<file path="src/hw/rtl/tar_hc_pkg.sv">
// -----------------------------------------------------------------------------
// tar_hc_pkg: shared constants and types for the tar header checker
// Record layout, octal field table, status codes and the tracker struct.
// -----------------------------------------------------------------------------
`default_nettype none

package tar_hc_pkg;

   localparam int REC_LEN   = 512;
   localparam int POS_W     = $clog2(REC_LEN);
   localparam int BYTE_W    = 8;
   localparam int SUM_W     = 17;
   localparam int SHORT_W   = 24;
   localparam int LONG_W    = 36;
   localparam int DIGIT_W   = 3;
   localparam int NFIELDS   = 5;
   localparam int STATUS_W  = 2;

   localparam logic [POS_W-1:0]  LAST_POS  = POS_W'(REC_LEN - 1);
   localparam logic [POS_W-1:0]  CK_START  = POS_W'(148);
   localparam logic [POS_W-1:0]  CK_END    = POS_W'(148 + 8);
   localparam logic [POS_W-1:0]  TYPE_POS  = POS_W'(156);
   localparam logic [SUM_W-1:0]  SUM_INIT  = SUM_W'(8 * 32);
   localparam logic [BYTE_W-1:0] NUL_CHAR  = 8'h00;

   // field indexes
   localparam int FLD_CK    = 0;
   localparam int FLD_MODE  = 1;
   localparam int FLD_OWNER = 2;
   localparam int FLD_SIZE  = 3;
   localparam int FLD_TIME  = 4;

   localparam logic [POS_W-1:0] FLD_START [NFIELDS] = '{
      POS_W'(148), POS_W'(100), POS_W'(108), POS_W'(124), POS_W'(136)
   };
   localparam logic [POS_W-1:0] FLD_LEN [NFIELDS] = '{
      POS_W'(8), POS_W'(8), POS_W'(8), POS_W'(12), POS_W'(12)
   };

   // status codes
   localparam logic [STATUS_W-1:0] ST_OK         = 2'd0;
   localparam logic [STATUS_W-1:0] ST_NULL       = 2'd1;
   localparam logic [STATUS_W-1:0] ST_BAD_CKSUM  = 2'd2;
   localparam logic [STATUS_W-1:0] ST_FIELD_FAIL = 2'd3;

   typedef struct packed {
      logic [POS_W-1:0]  pos;
      logic              last;
      logic              null_rec;
      logic [BYTE_W-1:0] entry_type;
      logic [SUM_W-1:0]  sum_in;
   } tar_hc_track_type;

endpackage

`default_nettype wire

</file>
<file path="src/hw/rtl/tar_hc_req_if.sv">
// -----------------------------------------------------------------------------
// tar_hc_req_if: request channel, one record byte per transaction
// Valid/ready handshake carrying the raw header byte.
// -----------------------------------------------------------------------------
`default_nettype none

interface tar_hc_req_if import tar_hc_pkg::*; ();
   logic              valid;
   logic              ready;
   logic [BYTE_W-1:0] record_byte;

   modport source (output valid, output record_byte, input ready);
   modport sink   (input valid, input record_byte, output ready);
endinterface

`default_nettype wire

</file>
<file path="src/hw/rtl/tar_hc_rsp_if.sv">
// -----------------------------------------------------------------------------
// tar_hc_rsp_if: response channel, one parsed header per transaction
// Valid/ready handshake carrying status and the parsed header fields.
// -----------------------------------------------------------------------------
`default_nettype none

interface tar_hc_rsp_if import tar_hc_pkg::*; ();
   logic                valid;
   logic                ready;
   logic [STATUS_W-1:0] status;
   logic [SHORT_W-1:0]  mode_bits;
   logic [SHORT_W-1:0]  owner_id;
   logic [LONG_W-1:0]   file_size;
   logic [LONG_W-1:0]   mod_time;
   logic [BYTE_W-1:0]   entry_type;
   logic [SUM_W-1:0]    computed_sum;

   modport source (output valid, output status, output mode_bits, output owner_id,
                   output file_size, output mod_time, output entry_type,
                   output computed_sum, input ready);
   modport sink   (input valid, input status, input mode_bits, input owner_id,
                   input file_size, input mod_time, input entry_type,
                   input computed_sum, output ready);
endinterface

`default_nettype wire

</file>
<file path="src/hw/rtl/tar_hc_track.sv">
// -----------------------------------------------------------------------------
// tar_hc_track: record position, checksum sum, null mark and type byte
// Advances once per accepted byte; returns to its idle values after the last.
// -----------------------------------------------------------------------------
`default_nettype none

module tar_hc_track import tar_hc_pkg::*; (
   input  wire logic              clock,
   input  wire logic              reset,
   input  wire logic              step,
   input  wire logic [BYTE_W-1:0] rec_byte,
   output tar_hc_track_type       track
);

   logic [POS_W-1:0]  pos_ff, pos_in;
   logic [SUM_W-1:0]  sum_ff, sum_in;
   logic              null_ff, null_in;
   logic [BYTE_W-1:0] type_ff, type_in;
   logic              in_ck;
   logic              last;

   assign in_ck = (pos_ff >= CK_START) && (pos_ff < CK_END);
   assign last  = (pos_ff == LAST_POS);

   always_comb begin
      sum_in  = in_ck ? sum_ff : sum_ff + SUM_W'(rec_byte);
      null_in = null_ff | ((pos_ff == CK_START) && (rec_byte == NUL_CHAR));
      type_in = (pos_ff == TYPE_POS) ? rec_byte : type_ff;
      pos_in  = pos_ff + 1'b1;
   end

   always_ff @(posedge clock) begin
      if (reset) begin
         pos_ff  <= '0;
         sum_ff  <= SUM_INIT;
         null_ff <= 1'b0;
         type_ff <= '0;
      end else if (step) begin
         if (last) begin
            pos_ff  <= '0;
            sum_ff  <= SUM_INIT;
            null_ff <= 1'b0;
            type_ff <= '0;
         end else begin
            pos_ff  <= pos_in;
            sum_ff  <= sum_in;
            null_ff <= null_in;
            type_ff <= type_in;
         end
      end
   end

   // byte 511 lies outside every field, so only the sum sees it
   assign track.pos        = pos_ff;
   assign track.last       = last;
   assign track.null_rec   = null_ff;
   assign track.entry_type = type_ff;
   assign track.sum_in     = sum_in;

endmodule

`default_nettype wire

</file>
<file path="src/hw/rtl/tar_hc_field.sv">
// -----------------------------------------------------------------------------
// tar_hc_field: octal field parser
// Accumulates the leading run of octal digits inside one field window.
// -----------------------------------------------------------------------------
`default_nettype none

module tar_hc_field import tar_hc_pkg::*; (
   input  wire logic              clock,
   input  wire logic              reset,
   input  wire logic              step,
   input  wire logic [POS_W-1:0]  pos,
   input  wire logic [BYTE_W-1:0] rec_byte,
   input  wire logic [POS_W-1:0]  fld_start,
   input  wire logic [POS_W-1:0]  fld_len,
   output logic [LONG_W-1:0]      value,
   output logic                   bad
);

   logic [LONG_W-1:0] value_ff;
   logic              act_ff;
   logic              bad_ff;
   logic              in_field;
   logic              first;
   logic              digit;

   assign in_field = (pos >= fld_start) && (pos < fld_start + fld_len);
   assign first    = (pos == fld_start);
   assign digit    = rec_byte inside {["0":"7"]};

   always_ff @(posedge clock) begin
      if (reset) begin
         act_ff <= 1'b0;
         bad_ff <= 1'b0;
      end else if (step && in_field) begin
         if (first) begin
            act_ff <= digit;
            bad_ff <= !digit;
         end else if (act_ff && !digit) begin
            act_ff <= 1'b0;
         end
      end
   end

   // a run never exceeds 12 digits, which fill 36 bits, so no overflow
   always_ff @(posedge clock) begin
      if (step && in_field) begin
         if (first) begin
            value_ff <= digit ? LONG_W'(rec_byte[DIGIT_W-1:0]) : '0;
         end else if (act_ff && digit) begin
            value_ff <= {value_ff[LONG_W-DIGIT_W-1:0], rec_byte[DIGIT_W-1:0]};
         end
      end
   end

   assign value = value_ff;
   assign bad   = bad_ff;

endmodule

`default_nettype wire

</file>
<file path="src/hw/rtl/tar_hc_result.sv">
// -----------------------------------------------------------------------------
// tar_hc_result: status decision and response register
// Grades the finished record and holds the response until it is taken.
// -----------------------------------------------------------------------------
`default_nettype none

module tar_hc_result import tar_hc_pkg::*; (
   input  wire logic                   clock,
   input  wire logic                   reset,
   input  wire logic                   load,
   input  wire tar_hc_track_type       track,
   input  wire logic [LONG_W-1:0]      fld_value [NFIELDS],
   input  wire logic [NFIELDS-1:0]     fld_bad,
   output logic                        slot_free,
   tar_hc_rsp_if.source                rsp
);

   logic                valid_ff;
   logic [STATUS_W-1:0] status_ff, status_in;
   logic [SHORT_W-1:0]  mode_ff, owner_ff;
   logic [LONG_W-1:0]   size_ff, time_ff;
   logic [BYTE_W-1:0]   type_ff;
   logic [SUM_W-1:0]    sum_ff;
   logic                ok;

   always_comb begin
      if (track.null_rec) begin
         status_in = ST_NULL;
      end else if (fld_bad[FLD_CK] ||
                   fld_value[FLD_CK][SHORT_W-1:0] != SHORT_W'(track.sum_in)) begin
         status_in = ST_BAD_CKSUM;
      end else if (fld_bad[NFIELDS-1:FLD_MODE] != '0) begin
         status_in = ST_FIELD_FAIL;
      end else begin
         status_in = ST_OK;
      end
   end

   assign ok        = (status_in == ST_OK);
   assign slot_free = !valid_ff || rsp.ready;

   always_ff @(posedge clock) begin
      if (reset) begin
         valid_ff <= 1'b0;
      end else if (load) begin
         valid_ff <= 1'b1;
      end else if (rsp.ready) begin
         valid_ff <= 1'b0;
      end
   end

   always_ff @(posedge clock) begin
      if (load) begin
         status_ff <= status_in;
         mode_ff   <= ok ? fld_value[FLD_MODE][SHORT_W-1:0] : '0;
         owner_ff  <= ok ? fld_value[FLD_OWNER][SHORT_W-1:0] : '0;
         size_ff   <= ok ? fld_value[FLD_SIZE] : '0;
         time_ff   <= ok ? fld_value[FLD_TIME] : '0;
         type_ff   <= track.entry_type;
         sum_ff    <= track.sum_in;
      end
   end

   assign rsp.valid        = valid_ff;
   assign rsp.status       = status_ff;
   assign rsp.mode_bits    = mode_ff;
   assign rsp.owner_id     = owner_ff;
   assign rsp.file_size    = size_ff;
   assign rsp.mod_time     = time_ff;
   assign rsp.entry_type   = type_ff;
   assign rsp.computed_sum = sum_ff;

endmodule

`default_nettype wire

</file>
<file path="src/hw/rtl/tar_header_check_parse.sv">
// The response is registered and valid in the cycle after byte 511 is taken.
// Throughput: one record byte per cycle, including across records, save as below.
// The last byte of a record waits only if the previous response is still held;
// every other byte is taken at once, so a stalled response blocks one byte.
// Reset (synchronous, active high): position 0, sum at its eight-space seed,
// all field flags clear, no response pending.
// -----------------------------------------------------------------------------
// tar_header_check_parse: streaming tar header checksum check and field parse
// Sums the record, parses five octal fields and grades the header.
// -----------------------------------------------------------------------------
`default_nettype none

module tar_header_check_parse import tar_hc_pkg::*; (
   input  wire logic    clock,
   input  wire logic    reset,
   tar_hc_req_if.sink   req_if,
   tar_hc_rsp_if.source rsp_if
);

   tar_hc_track_type   track;
   logic [LONG_W-1:0]  fld_value [NFIELDS];
   logic [NFIELDS-1:0] fld_bad;
   logic               slot_free;
   logic               req_fire;
   logic               load;

   // Only the closing byte needs the response slot; everything else streams in.
   assign req_if.ready = !track.last || slot_free;
   assign req_fire     = req_if.valid && req_if.ready;
   assign load         = req_fire && track.last;

   // Position counter, running checksum sum, null mark and type byte.
   tar_hc_track u_track (
      .clock    (clock),
      .reset    (reset),
      .step     (req_fire),
      .rec_byte (req_if.record_byte),
      .track    (track)
   );

   // One parser per octal field: checksum, mode, owner, size, mtime.
   for (genvar f = 0; f < NFIELDS; f++) begin : g_field
      tar_hc_field u_field (
         .clock     (clock),
         .reset     (reset),
         .step      (req_fire),
         .pos       (track.pos),
         .rec_byte  (req_if.record_byte),
         .fld_start (FLD_START[f]),
         .fld_len   (FLD_LEN[f]),
         .value     (fld_value[f]),
         .bad       (fld_bad[f])
      );
   end

   // Grades the record on its last byte and registers the response.
   tar_hc_result u_result (
      .clock     (clock),
      .reset     (reset),
      .load      (load),
      .track     (track),
      .fld_value (fld_value),
      .fld_bad   (fld_bad),
      .slot_free (slot_free),
      .rsp       (rsp_if)
   );

   // ---- checks ----

   // closing byte always produces a response on the next cycle
   a_load_gives_rsp: assert property (@(posedge clock) disable iff (reset)
      load |=> rsp_if.valid)
      else $error("closing transaction did not produce a response");

   // position wraps to the record start after the closing byte
   a_pos_wraps: assert property (@(posedge clock) disable iff (reset)
      load |=> (track.pos == '0))
      else $error("position did not wrap after record end");

   // input only stalls on the closing byte behind a held response
   a_stall_cause: assert property (@(posedge clock) disable iff (reset)
      !req_if.ready |-> (track.last && rsp_if.valid && !rsp_if.ready))
      else $error("request stalled without a pending response");

   // value fields are zero on any non-success status
   a_zero_on_fail: assert property (@(posedge clock) disable iff (reset)
      (rsp_if.valid && rsp_if.status != ST_OK) |->
         (rsp_if.mode_bits == '0 && rsp_if.owner_id == '0 &&
          rsp_if.file_size == '0 && rsp_if.mod_time == '0))
      else $error("nonzero value fields on failing status");

endmodule

`default_nettype wire

</file>
<file path="src/flat_wrapper.sv">
// flat-port wrapper written by rule: the top's interface ports become plain ports
module tar_header_check_parse_flat import tar_hc_pkg::*;
  (clock, reset, req_if_valid, req_if_record_byte, req_if_ready, rsp_if_valid, rsp_if_status, rsp_if_mode_bits, rsp_if_owner_id, rsp_if_file_size, rsp_if_mod_time, rsp_if_entry_type, rsp_if_computed_sum, rsp_if_ready);
  tar_hc_req_if req_if_i ();
  tar_hc_rsp_if rsp_if_i ();
  input  wire logic clock;
  input  wire logic reset;
  input wire logic [$bits(req_if_i.valid)-1:0] req_if_valid;
  input wire logic [$bits(req_if_i.record_byte)-1:0] req_if_record_byte;
  output wire logic [$bits(req_if_i.ready)-1:0] req_if_ready;
  output wire logic [$bits(rsp_if_i.valid)-1:0] rsp_if_valid;
  output wire logic [$bits(rsp_if_i.status)-1:0] rsp_if_status;
  output wire logic [$bits(rsp_if_i.mode_bits)-1:0] rsp_if_mode_bits;
  output wire logic [$bits(rsp_if_i.owner_id)-1:0] rsp_if_owner_id;
  output wire logic [$bits(rsp_if_i.file_size)-1:0] rsp_if_file_size;
  output wire logic [$bits(rsp_if_i.mod_time)-1:0] rsp_if_mod_time;
  output wire logic [$bits(rsp_if_i.entry_type)-1:0] rsp_if_entry_type;
  output wire logic [$bits(rsp_if_i.computed_sum)-1:0] rsp_if_computed_sum;
  input wire logic [$bits(rsp_if_i.ready)-1:0] rsp_if_ready;
  assign req_if_i.valid = req_if_valid;
  assign req_if_i.record_byte = req_if_record_byte;
  assign req_if_ready = req_if_i.ready;
  assign rsp_if_valid = rsp_if_i.valid;
  assign rsp_if_status = rsp_if_i.status;
  assign rsp_if_mode_bits = rsp_if_i.mode_bits;
  assign rsp_if_owner_id = rsp_if_i.owner_id;
  assign rsp_if_file_size = rsp_if_i.file_size;
  assign rsp_if_mod_time = rsp_if_i.mod_time;
  assign rsp_if_entry_type = rsp_if_i.entry_type;
  assign rsp_if_computed_sum = rsp_if_i.computed_sum;
  assign rsp_if_i.ready = rsp_if_ready;
  tar_header_check_parse u_core (.clock(clock), .reset(reset), .req_if(req_if_i), .rsp_if(rsp_if_i));
endmodule
</file>
<file path="config.mk">
export PLATFORM = sky130hd
export DESIGN_NAME = tar_header_check_parse_flat
export DESIGN_NICKNAME = d
export VERILOG_FILES = /design/src/hw/rtl/tar_hc_pkg.sv /design/src/hw/rtl/tar_hc_req_if.sv /design/src/hw/rtl/tar_hc_rsp_if.sv /design/src/hw/rtl/tar_hc_track.sv /design/src/hw/rtl/tar_hc_field.sv /design/src/hw/rtl/tar_hc_result.sv /design/src/hw/rtl/tar_header_check_parse.sv /design/src/flat_wrapper.sv
export SDC_FILE = /design/constraint.sdc
export NUM_CORES = 1
export LEC_CHECK = 0
export ABC_CLOCK_PERIOD_IN_PS = 3800
export BUFFER_PORTS_ARGS = -buffer_cell sky130_fd_sc_hd__buf_2
export CORE_MARGIN = 10
export CORE_UTILIZATION = 55
export CTS_CLUSTER_DIAMETER = 60
export CTS_CLUSTER_SIZE = 16
export DETAILED_ROUTE_END_ITERATION = 8
export PLACE_DENSITY_LB_ADDON = 0.08
export SLEW_MARGIN = 20
export SYNTH_ARGS = -nofsm -noshare
export SYNTH_HDL_FRONTEND = slang
export SYNTH_HIERARCHICAL = 1
export SYNTH_SLANG_ARGS = --single-unit
</file>
<file path="constraint.sdc">
create_clock -name clock -period 3.8 [get_ports clock]
set_input_delay 0.57 -clock clock [delete_from_list [all_inputs] [get_ports clock]]
set_output_delay 0.57 -clock clock [all_outputs]
set_load 0.005 [all_outputs]
</file>
; Yosys cells after proc, flatten, opt, wreduce, memory -nomap -nowiden
; Cells that the tools add are included.
; W data, S select, Z words.
[totals]
mem_bits_rw = 0
elab_cells = 143
mem_count = 0
rom_bits = 0
ff_bits = 337
latchBits = 0
[op_classes]
div = 0
eq_ne = 8
muxes = 32
n_mul = 0
shifts = 0
n_lt_le_gt_ge = 12
n_addsub = 2
n_reduce_logical = 61
bitwise_logic = 1
[ops]
columns = operator, count
row1 = $mux W24, 6
row2 = $mux W36, 4
row3 = $mux W17, 2
row4 = $reduce_and A2 Y1, 16
row5 = $eq A9 B7 Y1 const B, 3
row6 = $eq A9 B8 Y1 const B, 3
row7 = $ge A9 B7 Y1 const B, 3
row8 = $lt A9 B8 Y1 const B, 3
row9 = $logic_and A1 B1 Y1, 24
row10 = $ne A24 B17 Y1, 1
row11 = $reduce_bool A2 Y1, 12
row12 = $ge A9 B8 Y1 const B, 2
row13 = $lt A9 B7 Y1 const B, 2
row14 = $add A17 B8 Y17, 1
row15 = $mux W8, 2
row16 = $mux W1, 13
row17 = $add A9 B1 Y9 const B, 1
row18 = $eq A9 B9 Y1 const B, 1
row19 = $mux W9, 1
row20 = $ge A8 B6 Y1 const B, 1
row21 = $le A8 B6 Y1 const B, 1
row22 = $logic_not A8 Y1, 1
row23 = $mux W2, 3
row24 = $reduce_bool A4 Y1, 1
row25 = 5 further kinds, 9

; Longest topological paths before layout
[logic_depth]
depth_word = 8
mapped_depth = 14
ltp_nobuf = 14

; Cells and area by module
; Netlist, hierarchy kept.
[modules_own_cells]
columns = module, area_each_um2, seq_area_each_um2, n_inst, cells_per_inst
row1 = tar_hc_field, 2225.9, 1121.1, 5, 182
row2 = tar_hc_result, 6418.7, 4434.3, 1, 486
row3 = tar_hc_track, 2209.6, 700.7, 1, 269
row4 = tar_header_check_parse, 37.5, 0.0, 1, 5

; Least setup slack after synthesis
; Ideal clock, no wire load.
[synth_path]
path_kind = reg2reg
start = register u_core.u_track.pos_ff[3]
end = register u_core.g_field[0].u_field.value_ff[0], enable pin
period_less_slack_ps = 3812
path_buffers = 1
slack_ps = -12
arrival_ps = 3383
stages_incl_launch_ff = 12
path_cell_list = dfxtp_1 > and2_1 > nand4_1 > nor2_1 > ha_1 > buf_4 > nand2b_4 > and2_4 > o2111ai_1 > a21oi_2 > o41ai_2 > nor2_1
[synth_via]
elab_chain_len = 6
word_cells_on_any_way = 11
[synth_lines]
columns = element, line
row1 = from (decl), tar_hc_track.sv:15  ; logic [POS_W-1:0] pos_ff, pos_in;
row2 = from (signal assigned), tar_hc_track.sv:45  ; pos_ff <= pos_in;
row3 = $eq A9 B9 Y1, tar_hc_track.sv:23  ; assign last = (pos_ff == LAST_POS);
row4 = net u_core.u_track.last, tar_hc_track.sv:20  ; logic last;
row5 = $logic_not A1 Y1, tar_header_check_parse.sv:28  ; assign req_if.ready = !track.last || slot_free;
row6 = $logic_or A1 B1 Y1, tar_header_check_parse.sv:28
row7 = net req_if_ready, flat_wrapper.sv:10  ; output wire logic [$bits(req_if_i.ready)-1:0] req_if_ready;
row8 = $logic_and A1 B1 Y1, tar_header_check_parse.sv:29  ; assign req_fire = req_if.valid && req_if.ready;
row9 = net u_core.req_fire, tar_header_check_parse.sv:24  ; logic req_fire;
row10 = $logic_and A1 B1 Y1, tar_hc_field.sv:46  ; if (step && in_field) begin
row11 = $reduce_and A2 Y1 (no source line), -
row12 = to (signal assigned), tar_hc_field.sv:48  ; value_ff <= digit ? LONG_W'(rec_byte[DIGIT_W-1:0]) : '0;
row13 = to (signal assigned), tar_hc_field.sv:50  ; value_ff <= {value_ff[LONG_W-DIGIT_W-1:0], rec_byte[DIGIT_W-1:0]};
row14 = to (decl), tar_hc_field.sv:19  ; logic [LONG_W-1:0] value_ff;
; The timed path passes the listed nets, and every way through them passes these cells.
; A chain may end at the register's enable or synchronous reset.

==> out/results.txt <==
Worst-Margin Slew: 1060 ps
hold slack: 372 ps
initial antenna violation count: 0
Post-Place Cells: 2307
cts bufs inserted: 25
TritonCTS clock tree: yes
worst path required time: 4110 ps
I/O pin count: 161
Cell Rows: 67
peak supply drop: 295 uV
startpoint types: register
CP Capture Type: register
Iteration-0 DRC Markers: 944
YS warnings: 6
nets: 2040
drc violations: 0
flop2flop setup slack: 230 ps
overflow left after global routing: 0
Sinks on Clock Net: 337
RSZ-0062 raised after global routing: no
Fin Setup TNS: 0 ps
reg2reg end: u_core/u_result/rsp.mode_bits[8]
PwrDens: 346 nW/um^2
Area Overhead vs Synth: 15.0%
Cells after Synth: 1598
die height: 203 um
worst reg2reg path startpoint: u_core/u_track/sum_ff[4]
WHS Endpoint: u_core/u_result/rsp.valid
largest net degree at the start of global routing: 83
status: complete, no violations
routed vias/inst: 5.60
dpl cell area: 20500 um^2
Root Buffer Master: clkbuf_16
hold_buf cts: 0
drt pass-1 iters: 7
Slew Limit Fails: 0
Fmax: 280 MHz
Worst EP arrival: 3880 ps
Final ANT Viol Nets: 0
WL/cell: 17.9 um
Starting Density: 0.554
layout cells sized above 1: 0.187
RePlAce Congestion: 0.885
die area: 41300 um^2
clk slew on worst S/H paths: 70 ps
Crit Path Class: register to register
core area: 33400 um^2
Hold Path Class: input port to register
CTS max path bufs: 3
worst reg2reg path depth: 12
clock latency on the worst-skew pair: 540 ps
depth of the worst hold-timing path: 3
Hold Crit Start: rsp_if_ready
CP max FO: 67
final std cells w/o fill: 2346
htree depth: 1
Final Hold Viols: 0
period utilization: 0.940
# diodes: 0
PortBufs: 160
max-cap violations: 0
Design Power: 7.36 mW
Setup violations, final: 0
via count of the first global-routing pass: 12700
post-cts resize count: 0
Synth Area per Inst: 11.6 um^2
fillers: 2758
most common cell after layout, fill and taps aside: edfxtp_1
Die X: 203 um
Total GRT Usage: 0.198
DR vias: 13100
final WL: 41900 um
post-CTS setup buffer count: 0
cell leakage power: 8.18 nW
Clock Skew: 34.5 ps
synthesized area: 18500 um^2
design area: 21300 um^2
commonest cells after routing, fill and taps aside: edfxtp_1, buf_2, nand3_1
DP Wirelength: 29200 um
Tmin final: 3570 ps
max_slew headroom: 0.290
first-pass GRT wire length: 67900 um
[where the power goes]
part           switching, mW  leakage (nW)  total [mW]  internal (mW)
combinational          0.516          5.02       0.870          0.354
clock                   1.21         0.351        2.49           1.28
sequential            0.0155          2.80        4.00           3.98
[routing by layer]
layer | vias up | routed length [um] | global-route usage | part of all wire
met3 | 36 | 2450 | 0.0267 | 0.058
li1 | 6401 | - | - | -
met2 | 349 | 20100 | 0.328 | 0.48
met1 | 6347 | 18800 | 0.272 | 0.45
met5 | - | 0 | 0 | 0
met4 | 0 | 614 | 0.0410 | 0.015
[worst max path at each step]
stage,start,end,slack (ps)
6_report,u_core/u_track/sum_ff[4],u_core/u_result/rsp.mode_bits[8],230
5_1_grt,u_core/u_track/sum_ff[0],u_core/u_result/rsp.mode_bits[8],60
4_1_cts,u_core/u_track/sum_ff[4],u_core/u_result/rsp.mode_bits[8],280
3_5_place_dp,req_if_record_byte[0],u_core/u_result/rsp.mod_time[12],-80
3_3_place_gp,req_if_record_byte[0],u_core/u_result/rsp.file_size[2],30
2_1_floorplan,u_core/u_track/pos_ff[2],u_core/u_result/rsp.computed_sum[0],180
[metrics by stage]
stage	setup slack [ps]	utilization
5_1_grt	60.8	0.637
3_3_place_gp	29.9	0.616
6_report	228	0.637
3_5_place_dp	-76.7	0.616
2_1_floorplan	177	-
4_1_cts	283	0.637
[final cells by class]
| cell class | count | area [um^2] | area share |
|---|---|---|---|
| Tap cell | 448 | 561 | 0.0264 |
| Sequential cell | 337 | 9660 | 0.454 |
| Clock inverter | 5 | 56.3 | 0.00265 |
| Clock buffer | 34 | 659 | 0.0310 |
| Multi-Input combinational cell | 1224 | 8670 | 0.408 |
| Timing Repair Buffer | 222 | 1370 | 0.0643 |
| Inverter | 76 | 287 | 0.0135 |
[worst max-delay path, stage by stage (launching register included)]
cell	delay, ps
dfxtp_1	340
ha_1	350
and3_1	220
a211o_1	320
o21ai_0	400
nor2_1	120
xor2_1	180
xor2_1	180
nor4_1	270
buf_4	170
nand3_4	130
buf_12	220
nor4_1	380
[registers in the layout, indices dropped and copies added (netlist names)]
signal and flops:
u_core/g_field.u_field/bad 5, u_core/u_result/rsp.mod_time 36, u_core/u_result/rsp.status 2, u_core/u_result/rsp.file_size 36, u_core/u_result/rsp.owner_id 24, u_core/u_result/rsp.entry_type 8, u_core/u_result/rsp.valid 1, u_core/u_track/null_ff 1
u_core/g_field.u_field/value 144, u_core/u_track/type_ff 8, u_core/u_track/pos_ff 9, u_core/u_result/rsp.computed_sum 17, u_core/u_result/rsp.mode_bits 24, u_core/u_track/sum_ff 17, u_core/g_field.u_field/act_ff 5
Note: power is estimated with default switching activity, not from simulation.
